$ cat src/rtl/core/set_of_bounded_stacks_defines.svh
// assertion macros for the bounded stack set
`ifndef SET_OF_BOUNDED_STACKS_DEFINES_SVH
`define SET_OF_BOUNDED_STACKS_DEFINES_SVH

`ifndef ASSERT_OFF
// implication property checked on every rising clock edge outside reset
`define SOBS_ASSERT(lbl, clk_sig, rst_sig, prop, msg) \
    lbl: assert property (@(posedge clk_sig) disable iff (!rst_sig) prop) else $error(msg);
// condition that must never be true outside reset
`define SOBS_NEVER(lbl, clk_sig, rst_sig, cond, msg) \
    lbl: assert property (@(posedge clk_sig) disable iff (!rst_sig) !(cond)) else $error(msg);
`else
`define SOBS_ASSERT(lbl, clk_sig, rst_sig, prop, msg)
`define SOBS_NEVER(lbl, clk_sig, rst_sig, cond, msg)
`endif

`endif

$ cat src/rtl/core/sobs_pkg.sv
// shared constants and types of the bounded stack set
package sobs_pkg;

    localparam int PLATES_PER_STACK = 10;
    localparam int MAX_STACKS       = 8;
    localparam int STORE_DEPTH      = MAX_STACKS * PLATES_PER_STACK;

    localparam int SLOT_W = (MAX_STACKS > 1) ? $clog2(MAX_STACKS) : 1;
    localparam int LEN_W  = $clog2(MAX_STACKS + 1);
    localparam int FILL_W = $clog2(PLATES_PER_STACK + 1);
    localparam int ADDR_W = (STORE_DEPTH > 1) ? $clog2(STORE_DEPTH) : 1;

    localparam int VALUE_W = 32;

    localparam logic [1:0] OP_PUSH   = 2'd0;
    localparam logic [1:0] OP_POP    = 2'd1;
    localparam logic [1:0] OP_POP_AT = 2'd2;

    typedef struct packed {
        logic [1:0]         opcode;
        logic signed [31:0] plate_value;
        logic [2:0]         stack_index;
    } cmd_t;

    typedef struct packed {
        logic               ok;
        logic signed [31:0] popped_value;
        logic [3:0]         stacks_in_use;
    } rsp_t;

    // outcome of one operation as decided by the list controller
    typedef struct packed {
        logic              ok;
        logic              is_pop;
        logic              we;
        logic [ADDR_W-1:0] addr;
        logic [LEN_W-1:0]  len_after;
    } op_t;

endpackage

$ cat src/rtl/core/sobs_ram.sv
// generic single-port ram with registered read
module sobs_ram #(
    parameter int WIDTH = 32,
    parameter int DEPTH = 16
) (
    input  logic                                    clk,
    input  logic                                    we,
    input  logic [((DEPTH > 1) ? $clog2(DEPTH) : 1)-1:0] addr,
    input  logic [WIDTH-1:0]                        wdata,
    output logic [WIDTH-1:0]                        rdata
);

    logic [WIDTH-1:0] mem [DEPTH];
    logic [WIDTH-1:0] rdata_reg;

    always_ff @(posedge clk)
    begin
        if (we)
        begin
            mem[addr] <= wdata;
        end
        rdata_reg <= mem[addr];
    end

    assign rdata = rdata_reg;

endmodule

$ cat src/rtl/core/sobs_ctrl.sv
// list controller: fill counts, slot order and list length
module sobs_ctrl (
    input  logic          clk,
    input  logic          rst_n,
    input  logic          accept,
    input  sobs_pkg::cmd_t cmd,
    output sobs_pkg::op_t  op
);
    import sobs_pkg::*;

    logic [FILL_W-1:0] fill_reg  [MAX_STACKS];
    logic [FILL_W-1:0] fill_next [MAX_STACKS];
    logic [SLOT_W-1:0] order_reg  [MAX_STACKS];
    logic [SLOT_W-1:0] order_next [MAX_STACKS];
    logic [LEN_W-1:0]  len_reg;
    logic [LEN_W-1:0]  len_next;

    always_ff @(posedge clk or negedge rst_n)
    begin
        if (!rst_n)
        begin
            for (int i = 0; i < MAX_STACKS; i++)
            begin
                fill_reg[i]  <= '0;
                order_reg[i] <= SLOT_W'(i);
            end
            len_reg <= '0;
        end
        else
        begin
            fill_reg  <= fill_next;
            order_reg <= order_next;
            len_reg   <= len_next;
        end
    end

    always_comb
    begin
        logic              found;
        logic [SLOT_W-1:0] fslot;
        logic [SLOT_W-1:0] nslot;
        logic              is_pop_last;
        logic              tgt_ok;
        logic [SLOT_W-1:0] p;
        logic [SLOT_W-1:0] rslot;
        logic              empty;
        logic [SLOT_W-1:0] shifted [MAX_STACKS];
        logic [SLOT_W-1:0] ord2 [MAX_STACKS];
        logic [LEN_W-1:0]  len_rm;
        logic              take_ok;
        logic [SLOT_W-1:0] p2;
        logic [SLOT_W-1:0] tslot;
        logic [FILL_W-1:0] tfill;

        fill_next  = fill_reg;
        order_next = order_reg;
        len_next   = len_reg;
        op         = '0;

        // first-fit search for push
        found = 1'b0;
        fslot = '0;
        for (int i = 0; i < MAX_STACKS; i++)
        begin
            if (!found && (LEN_W'(i) < len_reg)
                && (fill_reg[order_reg[i]] < FILL_W'(PLATES_PER_STACK)))
            begin
                found = 1'b1;
                fslot = order_reg[i];
            end
        end
        nslot = order_reg[len_reg[SLOT_W-1:0]];

        // target position of a pop or pop-at
        is_pop_last = (cmd.opcode == OP_POP);
        tgt_ok = is_pop_last ? (len_reg != '0) : (LEN_W'(cmd.stack_index) < len_reg);
        p      = is_pop_last ? SLOT_W'(len_reg - LEN_W'(1)) : SLOT_W'(cmd.stack_index);
        rslot  = order_reg[p];
        empty  = (fill_reg[rslot] == '0);

        // removal of position p moves its slot to the end of the list
        for (int i = 0; i < MAX_STACKS; i++)
        begin
            if ((SLOT_W'(i) >= p) && (LEN_W'(i) + LEN_W'(1) < len_reg))
            begin
                shifted[i] = order_reg[(i + 1) % MAX_STACKS];
            end
            else if ((SLOT_W'(i) >= p) && (LEN_W'(i) + LEN_W'(1) == len_reg))
            begin
                shifted[i] = rslot;
            end
            else
            begin
                shifted[i] = order_reg[i];
            end
        end
        for (int i = 0; i < MAX_STACKS; i++)
        begin
            ord2[i] = empty ? shifted[i] : order_reg[i];
        end
        len_rm = empty ? len_reg - LEN_W'(1) : len_reg;

        take_ok = is_pop_last ? (len_rm != '0) : (LEN_W'(p) < len_rm);
        p2      = is_pop_last ? SLOT_W'(len_rm - LEN_W'(1)) : p;
        tslot   = ord2[p2];
        tfill   = fill_reg[tslot];

        if (accept)
        begin
            case (cmd.opcode)
                OP_PUSH:
                begin
                    if (found)
                    begin
                        op.ok   = 1'b1;
                        op.we   = 1'b1;
                        op.addr = ADDR_W'(fslot) * ADDR_W'(PLATES_PER_STACK)
                                  + ADDR_W'(fill_reg[fslot]);
                        fill_next[fslot] = fill_reg[fslot] + FILL_W'(1);
                    end
                    else if (len_reg < LEN_W'(MAX_STACKS))
                    begin
                        op.ok   = 1'b1;
                        op.we   = 1'b1;
                        op.addr = ADDR_W'(nslot) * ADDR_W'(PLATES_PER_STACK);
                        fill_next[nslot] = FILL_W'(1);
                        len_next = len_reg + LEN_W'(1);
                    end
                end
                OP_POP, OP_POP_AT:
                begin
                    if (tgt_ok)
                    begin
                        order_next = ord2;
                        len_next   = len_rm;
                        if (take_ok && (tfill != '0))
                        begin
                            op.ok     = 1'b1;
                            op.is_pop = 1'b1;
                            op.addr   = ADDR_W'(tslot) * ADDR_W'(PLATES_PER_STACK)
                                        + ADDR_W'(tfill - FILL_W'(1));
                            fill_next[tslot] = tfill - FILL_W'(1);
                        end
                    end
                end
                default:
                begin
                end
            endcase
        end
        op.len_after = len_next;
    end

endmodule

$ cat src/rtl/core/set_of_bounded_stacks.sv
// top level of the bounded stack set
// usage
//   a command transfer happens at a rising edge where start is high and busy is low;
//   cmd carries opcode (push, pop from the last sub-stack, pop at an index),
//   plate_value for push and stack_index for pop-at
//   the result comes back in the cycle after the transfer: done is high
//   for that one cycle and rsp holds ok, popped_value and stacks_in_use
//   busy is high during the result cycle, so no new command is taken while
//   a result is shown; this is set by the registered read of the
//   plate ram that a pop needs before its value can be shown
//   all list bookkeeping (fill counts, slot order, list length) is decided in
//   the cycle of the transfer and the plate ram is written or read at that edge
//   the receiver cannot stall; done is a strobe and must be taken when shown
//   reset clears the list: no sub-stacks, every fill count zero, slot order
//   back to identity; the plate ram itself is not cleared, its entries are
//   only read after they were written
module set_of_bounded_stacks (
    input  logic           clk,
    input  logic           rst_n,
    input  logic           start,
    output logic           busy,
    input  sobs_pkg::cmd_t cmd,
    output logic           done,
    output sobs_pkg::rsp_t rsp
);
    import sobs_pkg::*;

    `include "set_of_bounded_stacks_defines.svh"

    logic              accept;
    op_t               op;
    logic [VALUE_W-1:0] ram_rdata;

    // response stage
    logic              done_reg;
    logic              ok_reg;
    logic              pop_reg;
    logic [LEN_W-1:0]  len_reg;

    assign accept = start && !busy;

    sobs_ctrl u_ctrl (
        .clk    (clk),
        .rst_n  (rst_n),
        .accept (accept),
        .cmd    (cmd),
        .op     (op)
    );

    // plate storage, one row of entries per physical sub-stack slot
    sobs_ram #(
        .WIDTH (VALUE_W),
        .DEPTH (STORE_DEPTH)
    ) u_plate_ram (
        .clk   (clk),
        .we    (op.we),
        .addr  (op.addr),
        .wdata (cmd.plate_value),
        .rdata (ram_rdata)
    );

    always_ff @(posedge clk or negedge rst_n)
    begin
        if (!rst_n)
        begin
            done_reg <= 1'b0;
        end
        else
        begin
            done_reg <= accept;
        end
    end

    // result payload, captured with the transfer
    always_ff @(posedge clk)
    begin
        if (accept)
        begin
            ok_reg  <= op.ok;
            pop_reg <= op.is_pop;
            len_reg <= op.len_after;
        end
    end

    assign busy = done_reg;
    assign done = done_reg;

    // popped value comes straight from the ram read register
    assign rsp.ok            = ok_reg;
    assign rsp.popped_value  = pop_reg ? ram_rdata : '0;
    assign rsp.stacks_in_use = 4'(len_reg);

    `SOBS_ASSERT(a_done_follows_transfer, clk, rst_n, accept |=> done, "no result after transfer")
    `SOBS_NEVER(a_len_bound, clk, rst_n, done && (rsp.stacks_in_use > 4'(MAX_STACKS)), "list too long")
    `SOBS_NEVER(a_fail_zero, clk, rst_n, done && !rsp.ok && (rsp.popped_value != '0), "failed op returned a value")
    `SOBS_ASSERT(a_push_nonempty, clk, rst_n, (done && rsp.ok && $past(cmd.opcode == OP_PUSH)) |-> (rsp.stacks_in_use != '0), "push left list empty")

endmodule
$ cat config.mk
export PLATFORM = sky130hd
export DESIGN_NAME = set_of_bounded_stacks
export DESIGN_NICKNAME = d
export VERILOG_FILES = /design/src/rtl/core/sobs_pkg.sv /design/src/rtl/core/sobs_ram.sv /design/src/rtl/core/sobs_ctrl.sv /design/src/rtl/core/set_of_bounded_stacks.sv
export VERILOG_INCLUDE_DIRS = /design/src /design/src/rtl/core
export SDC_FILE = /design/constraint.sdc
export NUM_CORES = 2
export LEC_CHECK = 0
export BUFFER_PORTS_ARGS = -buffer_cell sky130_fd_sc_hd__buf_2
export CORE_MARGIN = 4
export CORE_UTILIZATION = 30
export DETAILED_ROUTE_END_ITERATION = 8
export PLACE_DENSITY = 0.54
export SETUP_SLACK_MARGIN = 0.1
export SYNTH_ARGS = -nofsm -noshare
export SYNTH_HDL_FRONTEND = slang
export SYNTH_SLANG_ARGS = --single-unit
$ cat constraint.sdc
create_clock -name clk -period 9.5 [get_ports clk]
set_clock_uncertainty 0.15 [all_clocks]
set_input_delay 1.9 -clock clk [delete_from_list [all_inputs] [get_ports clk]]
set_output_delay 1.9 -clock clk [all_outputs]
set_load 0.01 [all_outputs]
# Yosys cells after proc, flatten, opt, wreduce, memory -nomap -nowiden
# Memory sizes are Yosys's and may differ from the RTL's. A register that Yosys moved wholly into a read port is not among the register bits.
# Cells that the tools add are included.
# W data, S select, Z words.
# word_totals
mem_count	1
elab_cells	283
input_bits	40
reg_bits	67
mem_bits_rw	2560
# op_classes
magnitude_cmp	46
mul	3
n_eq_ne	13
muxes	120
n_reduce_logical	53
bitwise	18
add_sub_neg	8
# memory_table
memory	depth	width	read_ports	rd_ports_with_merged_regs	wr	line_no	rtl
u_plate_ram.mem	80	32	1	1	1	sobs_ram.sv:13	logic [WIDTH-1:0] mem [DEPTH];
# op_table
op	count
$mux W32	5
$bmux W4 S3	11
$mux W3	40
$mux W4	30
$bwmux W32	2
$pmux W32 S2	1
$ge A4 B4 Y1 const B	15
$not A3 Y4	15
$demux W4 S3	3
$logic_and A1 B1 Y1	36
$lt A4 B4 Y1 const B	9
$bmux W3 S3	3
$and A24 B24 Y24	1
$mux W8	3
$not A24 Y24	1
$mul A3 B3 Y6 const B	3
$eq A3 B4 Y1 const A	4
$lt A3 B4 Y1 const A	4
$mux W1	15
$mux W7	2
$pmux W7 S2	1
$ge A3 B3 Y1 const A	4
$lt A4 B1 Y1 const B	3
$reduce_bool A4 Y1	3
other kinds (30)	47

# Depth between registers and ports, before layout
# depth
ltp_word	45
depth_mapped	52

# Cells and area by module
# Synthesis repeated with hierarchy kept, for this count alone.
# unflattened
hier_cells	6105
hier_area_um2	107413.0
# by_module_without_submodules
mod	cells_per_inst	instances	area_per_inst_um2
sobs_ram	5078	1	99245.2
sobs_ctrl	982	1	7686.1
set_of_bounded_stacks	45	1	481.7

# Worst setup path before layout
# Ideal clock, no wire load.
# synth_timing
kind	input to register
start	input cmd[36] (netlist name)
end	memory u_plate_ram.mem[10][0], enable pin
slack_ps	-2207
required_ps	8929
path_stages	40
arrival_ps	11136
path_buffers	7
path_cell_list	inv_1 ha_1 or2_1 o22a_1 o22ai_2 nor3b_2 or2_4 mux2_1 o211ai_2 buf_4 nand2_1 buf_2 o21ai_0 ha_1 nor2b_1 a311oi_1 and3_1 clkbuf_1 [4 not listed] o2111ai_1 o311ai_1 nor2_1 inv_1 ha_1 xnor2_1 inv_1 fa_1 nand2_1 o21a_1 and2_1 o211ai_2 nor2_1 buf_2 clkbuf_1 buf_1 nand2_1 nor2_1
# synth_between
elab_chain_len	28
elab_cells_between_ends	89
classes_between	add/sub (3); mul (1); order compare (9); eq/ne (2); mux (48); bitwise (4); reduce/logical (22)
# synth_rtl
item	line_no	rtl
from (decl)	set_of_bounded_stacks.sv:22	input sobs_pkg::cmd_t cmd,
$eq A2 B1 Y1	sobs_ctrl.sv:75, sobs_ctrl.sv:110	
$mux W3	sobs_ctrl.sv:77	p = is_pop_last ? SLOT_W'(len_reg - LEN_W'(1)) : SLOT_W'(cmd.stack_index);
$not A3 Y4 (not written as such)	sobs_ctrl.sv:78	rslot = order_reg[p];
$bmux W3 S3	sobs_ctrl.sv:78	
$mux W3 (not written as such) (2 in series)	sobs_ctrl.sv:78	
$not A3 Y4 (not written as such)	sobs_ctrl.sv:79	empty = (fill_reg[rslot] == '0);
$bmux W4 S3	sobs_ctrl.sv:79	
$mux W4 (not written as such) (2 in series)	sobs_ctrl.sv:79	
[9 not listed]	--	
$bmux W4 S3	sobs_ctrl.sv:106	tfill = fill_reg[tslot];
$mux W4 (not written as such) (2 in series)	sobs_ctrl.sv:106	
$sub A4 B1 Y5 / $reduce_bool A4 Y1 (equally long branches)	sobs_ctrl.sv:141, sobs_ctrl.sv:136	
$add A7 B7 Y7 / $logic_and A1 B1 Y1 (equally long branches)	sobs_ctrl.sv:141, sobs_ctrl.sv:136	
$mux W7	sobs_ctrl.sv:136	if (take_ok && (tfill != '0))
$mux W7	sobs_ctrl.sv:132	if (tgt_ok)
$pmux W7 S2	sobs_ctrl.sv:110	case (cmd.opcode)
$mux W8 (*)	sobs_ctrl.sv:108	if (accept)
to (decl)	sobs_ram.sv:13	
# Mark *: on every way between the ends. The rest lies on a longest branch, timed or not. The select of a mux whose other input is x is not followed.

# Final worst setup path
# layout_timing
start	input cmd[36] (netlist name)
end	register u_plate_ram.rdata_reg[10] (netlist: u_plate_ram.rdata[10]), read port of u_plate_ram.mem
# layout_between
elab_chain_len	28
elab_cells_between_ends	86
classes_between	add/sub (3); mul (1); order compare (9); eq/ne (2); mux (45); bitwise (4); reduce/logical (22)
# layout_rtl
item	line_no	rtl
$eq A2 B1 Y1	sobs_ctrl.sv:75, sobs_ctrl.sv:110	
$mux W3	sobs_ctrl.sv:77	
$not A3 Y4 (not written as such)	sobs_ctrl.sv:78	
$bmux W3 S3	sobs_ctrl.sv:78	
$mux W3 (not written as such) (2 in series)	sobs_ctrl.sv:78	
$not A3 Y4 (not written as such)	sobs_ctrl.sv:79	
$bmux W4 S3	sobs_ctrl.sv:79	
$mux W4 (not written as such) (2 in series)	sobs_ctrl.sv:79	
[9 not listed]	--	
$bmux W4 S3	sobs_ctrl.sv:106	
$mux W4 (not written as such) (2 in series)	sobs_ctrl.sv:106	
$sub A4 B1 Y5 / $reduce_bool A4 Y1 (equally long branches)	sobs_ctrl.sv:141, sobs_ctrl.sv:136	
$add A7 B7 Y7 / $logic_and A1 B1 Y1 (equally long branches)	sobs_ctrl.sv:141, sobs_ctrl.sv:136	
$mux W7	sobs_ctrl.sv:136	
$mux W7	sobs_ctrl.sv:132	
$pmux W7 S2 (*)	sobs_ctrl.sv:110	
$mux W8 (*)	sobs_ctrl.sv:108	
to (decl)	sobs_ram.sv:14	logic [WIDTH-1:0] rdata_reg;
# Marks and branches as above.
# A chain may end at the register's enable or synchronous reset.

==> metrics.yaml <==
global_routing:
  grt_pass1_wl_um: 532500
  grt_max_degree: 81
  grt.total_usage: 0.2073
  antenna_found_initial: 25
  grt.overflow.total: 0
  grt_pass1_vias: 67260
setup_path:
  slowest_delay_ps: 610
  path_buf_inv: 12
  critical_path_class: "in -> reg"
  r2r_cells: 25
  r2r_setup_slack_ps: 400
  cpLargestDelayFamily: "compound AO/OA/AOI/OAI gates"
  r2r-start: "u_ctrl.fill_reg[18]$_DFFE_PN0P_"
  cpMaxStageDelayCell: "fa_2"
  r2r_end: "u_plate_ram.rdata[10]$_DFF_P_"
  arrival_ps: 10000
  critPathMaxFanout: 10
  endpoint_kind: "flop"
  startpoint_type: "primary input"
  worstPathRequired_ps: 10110
yosys:
  syn_nets: 6841
  syn_avg_cell_area_um2: 15.41
  yosysWarnings: 0
  synth_edf_count: 2566
  ys.flop_type: "edfxtp_1"
  synthArstFlopShare: 0.02294
  syn-cell-area_mm2: 0.1043
  synth-seq-area-share: 0.7597
  synth_cell_type_count: 100
  syn_inst: 6766
  ys_ff_latch: 2659
finish:
  layout.nets: 7922
  drive_gt1_frac: 0.2676
  area_growth_pct: 28.28
  most-common-layout-cells: "2,566 x edfxtp_1, 890 x nand2_1, 739 x buf_4"
  final_common_cell: "edfxtp_1"
  largest_reg_flops: 2560
  final_cells: 12650
floorplanning:
  io_pins: 79
  die_area_mm2: 0.3571
  initial_core_util: 0.3013
  die_x_um: 597.6
  coreArea_mm2: 0.3462
  dieHeight_um: 597.6
  fp-row-count: 216
min_path:
  hp-start: "u_ctrl.fill_reg[0]$_DFFE_PN0P_"
  whs_path_depth: 1
  worst_hold_path_type: "reg -> reg"
  min_to: "u_ctrl.fill_reg[0]$_DFFE_PN0P_"
clock_tree:
  cts_hold_buf: 0
  clock_sinks: 2659
  cts_buffers: 288
  cts_tree: "built"
  clk_pin_slew_ps: 60
  clk_path_buf_depth: 4
  cts-root-buf: "clkbuf_16"
  clock_latency_ps: 890
  h-tree-depth: 5
power:
  internal_power_w: 0.02676
  power_density_mw_per_mm2: 324.7
  power.switching_w: 0.01668
  vdd_drop_max_mv: 0.3767
  pwr-share-comb: 0.441
  total_leakage_power_nw: 44.89
  p_clk_frac: 0.249
  seq_power_share: 0.310
  p_sw_frac: 0.3841
routing:
  wl_per_cell_um: 31.43
  via_per_inst: 5.593
  vias: 70760
  drt-total-wl_um: 397600
  drtIter0Drc: 10710
  ant_nets: 0
  drcViolationCount: 1
  firstDrtPassIters: 9
placement:
  dp_hpwl_um: 243700
  pre_cts_ws_ps: -1685
  dp.cells: 11970
  routabilityCongestion: 0.9059
  io_buffers: 78
sta:
  whs_ps: 416.0
  worst_slew_pin_slew_ps: 1527
  final-hold-violation-count: 0
  rsz0062_at_grt: "true"
  worst_slack_ps: 105.5
  finalMaxSlewViolations: 9
  finalCriticalPeriod_ps: 9394
  post-route-period-util: 0.9889
  relSlewSlack: -0.02881
  clock.fmax_ghz: 0.1064
  finalSetupViolations: 0
status:
  violations: "design-rule violations, max-capacitance violations, max-slew violations"
  status: "finished, violations left"
run:
  maxCapViolCount: 1
## layer usage
| layer | vias to the layer above | part of all wire | wire length (um) | GRT usage |
|---|---|---|---|---|
| met2 | 4314 | 0.46 | 182800 | 0.3274 |
| li1 | 29160 | - | - | - |
| met3 | 726 | 0.098 | 38780 | 0.03262 |
| met5 | - | 0.000063 | 25 | 0 |
| met4 | 4 | 0.047 | 18750 | 0.08194 |
| met1 | 36560 | 0.40 | 157300 | 0.2867 |
## logic make-up (layout without fill, tap and decap cells)
| logic type | Yosys count | count (layout) | share of synthesized area |
|---|---|---|---|
| adders and majority gates | 35 | 35 | 0.004343 |
| AOI/OAI and AO/OA | 1870 | 1870 | 0.1210 |
| muxes | 369 | 369 | 0.03931 |
| and+or+nand+nor | 1342 | 1346 | 0.05353 |
| DFF | 2659 | 2659 | 0.7597 |
| other | 0 | 6 | 0 |
| xor gates and xnor gates | 16 | 16 | 0.001416 |
| buffers and inverters | 475 | 1773 | 0.02063 |
## stage by stage
| step | instance area [um2] | power (W) | setup TNS [ps] | utilization |
|---|---|---|---|---|
| finish | 133800 | 0.04344 | 0 | 0.3864 |
| global route | 133800 | 0.04485 | -3703 | 0.3864 |
| CTS | 129700 | 0.04178 | 0 | 0.3745 |
| detailed placement | 120000 | 0.03068 | -2505410 | 0.3467 |
| global placement | 120000 | 0.03062 | -2696300 | 0.3466 |
| floorplan | 105500 | 0.02193 | -586230 | - |
## area by class of cell
| cell class | count | area [um2] |
|---|---|---|
| multi-input combinational | 3636 | 25970 |
| fill | 31810 | 212400 |
| timing repair buffer | 1222 | 13730 |
| sequential | 2659 | 79240 |
| antenna | 6 | 15.01 |
| clock buffer | 377 | 7896 |
| inverter | 40 | 170.2 |
| tap | 4578 | 5728 |
| clock inverter | 134 | 1044 |
## Yosys cell counts (36+ instances only)
| master | number | share of area |
|---|---|---|
| edfxtp_1 | 2566 | 0.74 |
| nor2_1 | 173 | 0.0062 |
| a31oi_1 | 84 | 0.0050 |
| o221ai_1 | 38 | 0.0032 |
| o22ai_1 | 114 | 0.0068 |
| clkbuf_1 | 207 | 0.0075 |
| a22oi_1 | 128 | 0.0092 |
| mux2_2 | 59 | 0.0064 |
| o21a_1 | 37 | 0.0027 |
| and2_1 | 43 | 0.0026 |
| o21ai_0 | 130 | 0.0062 |
| buf_2 | 113 | 0.0054 |
| dfrtp_1 | 49 | 0.012 |
| a222oi_1 | 93 | 0.0089 |
| a211oi_1 | 36 | 0.0026 |
| nand2_1 | 925 | 0.033 |
| buf_1 | 75 | 0.0027 |
| nand3_1 | 68 | 0.0033 |
| a21oi_1 | 705 | 0.034 |
| a221oi_1 | 244 | 0.020 |
| mux2i_1 | 274 | 0.026 |
## worst max path at each step
stage,start,endpoint,slack (ps),cells past startpoint
final,cmd[36],u_plate_ram.rdata[10]$_DFF_P_,110,43
after global routing,cmd[36],u_plate_ram.rdata[12]$_DFF_P_,-130,45
after CTS,cmd[36],u_plate_ram.rdata[9]$_DFF_P_,100,48
after detailed placement,cmd[36],u_plate_ram.rdata[4]$_DFF_P_,-1680,40
after global placement,cmd[36],u_plate_ram.rdata[11]$_DFF_P_,-2770,40
after floorplan,cmd[36],u_plate_ram.mem[32][0]$_DFFE_PP_,-250,41
## repair_timing
item	CTS	global route
endpoints found under the setup margin	2308	2549
gates resized for setup	76	447
setup buffers	25	89
pin swaps	32	175
cloned	3	47
## power groups by stage
| stage | Clock, W | Combinational, W | Sequential [W] |
|---|---|---|---|
| after global placement | 0 | 0.0169 | 0.0137 |
| after floorplan | 0 | 0.00847 | 0.0135 |
| final | 0.0108 | 0.0191 | 0.0135 |
| after CTS | 0.0110 | 0.0174 | 0.0135 |
| after global routing | 0.0115 | 0.0199 | 0.0135 |
| after detailed placement | 0 | 0.0170 | 0.0137 |
Power figures use the tool's default switching activity.
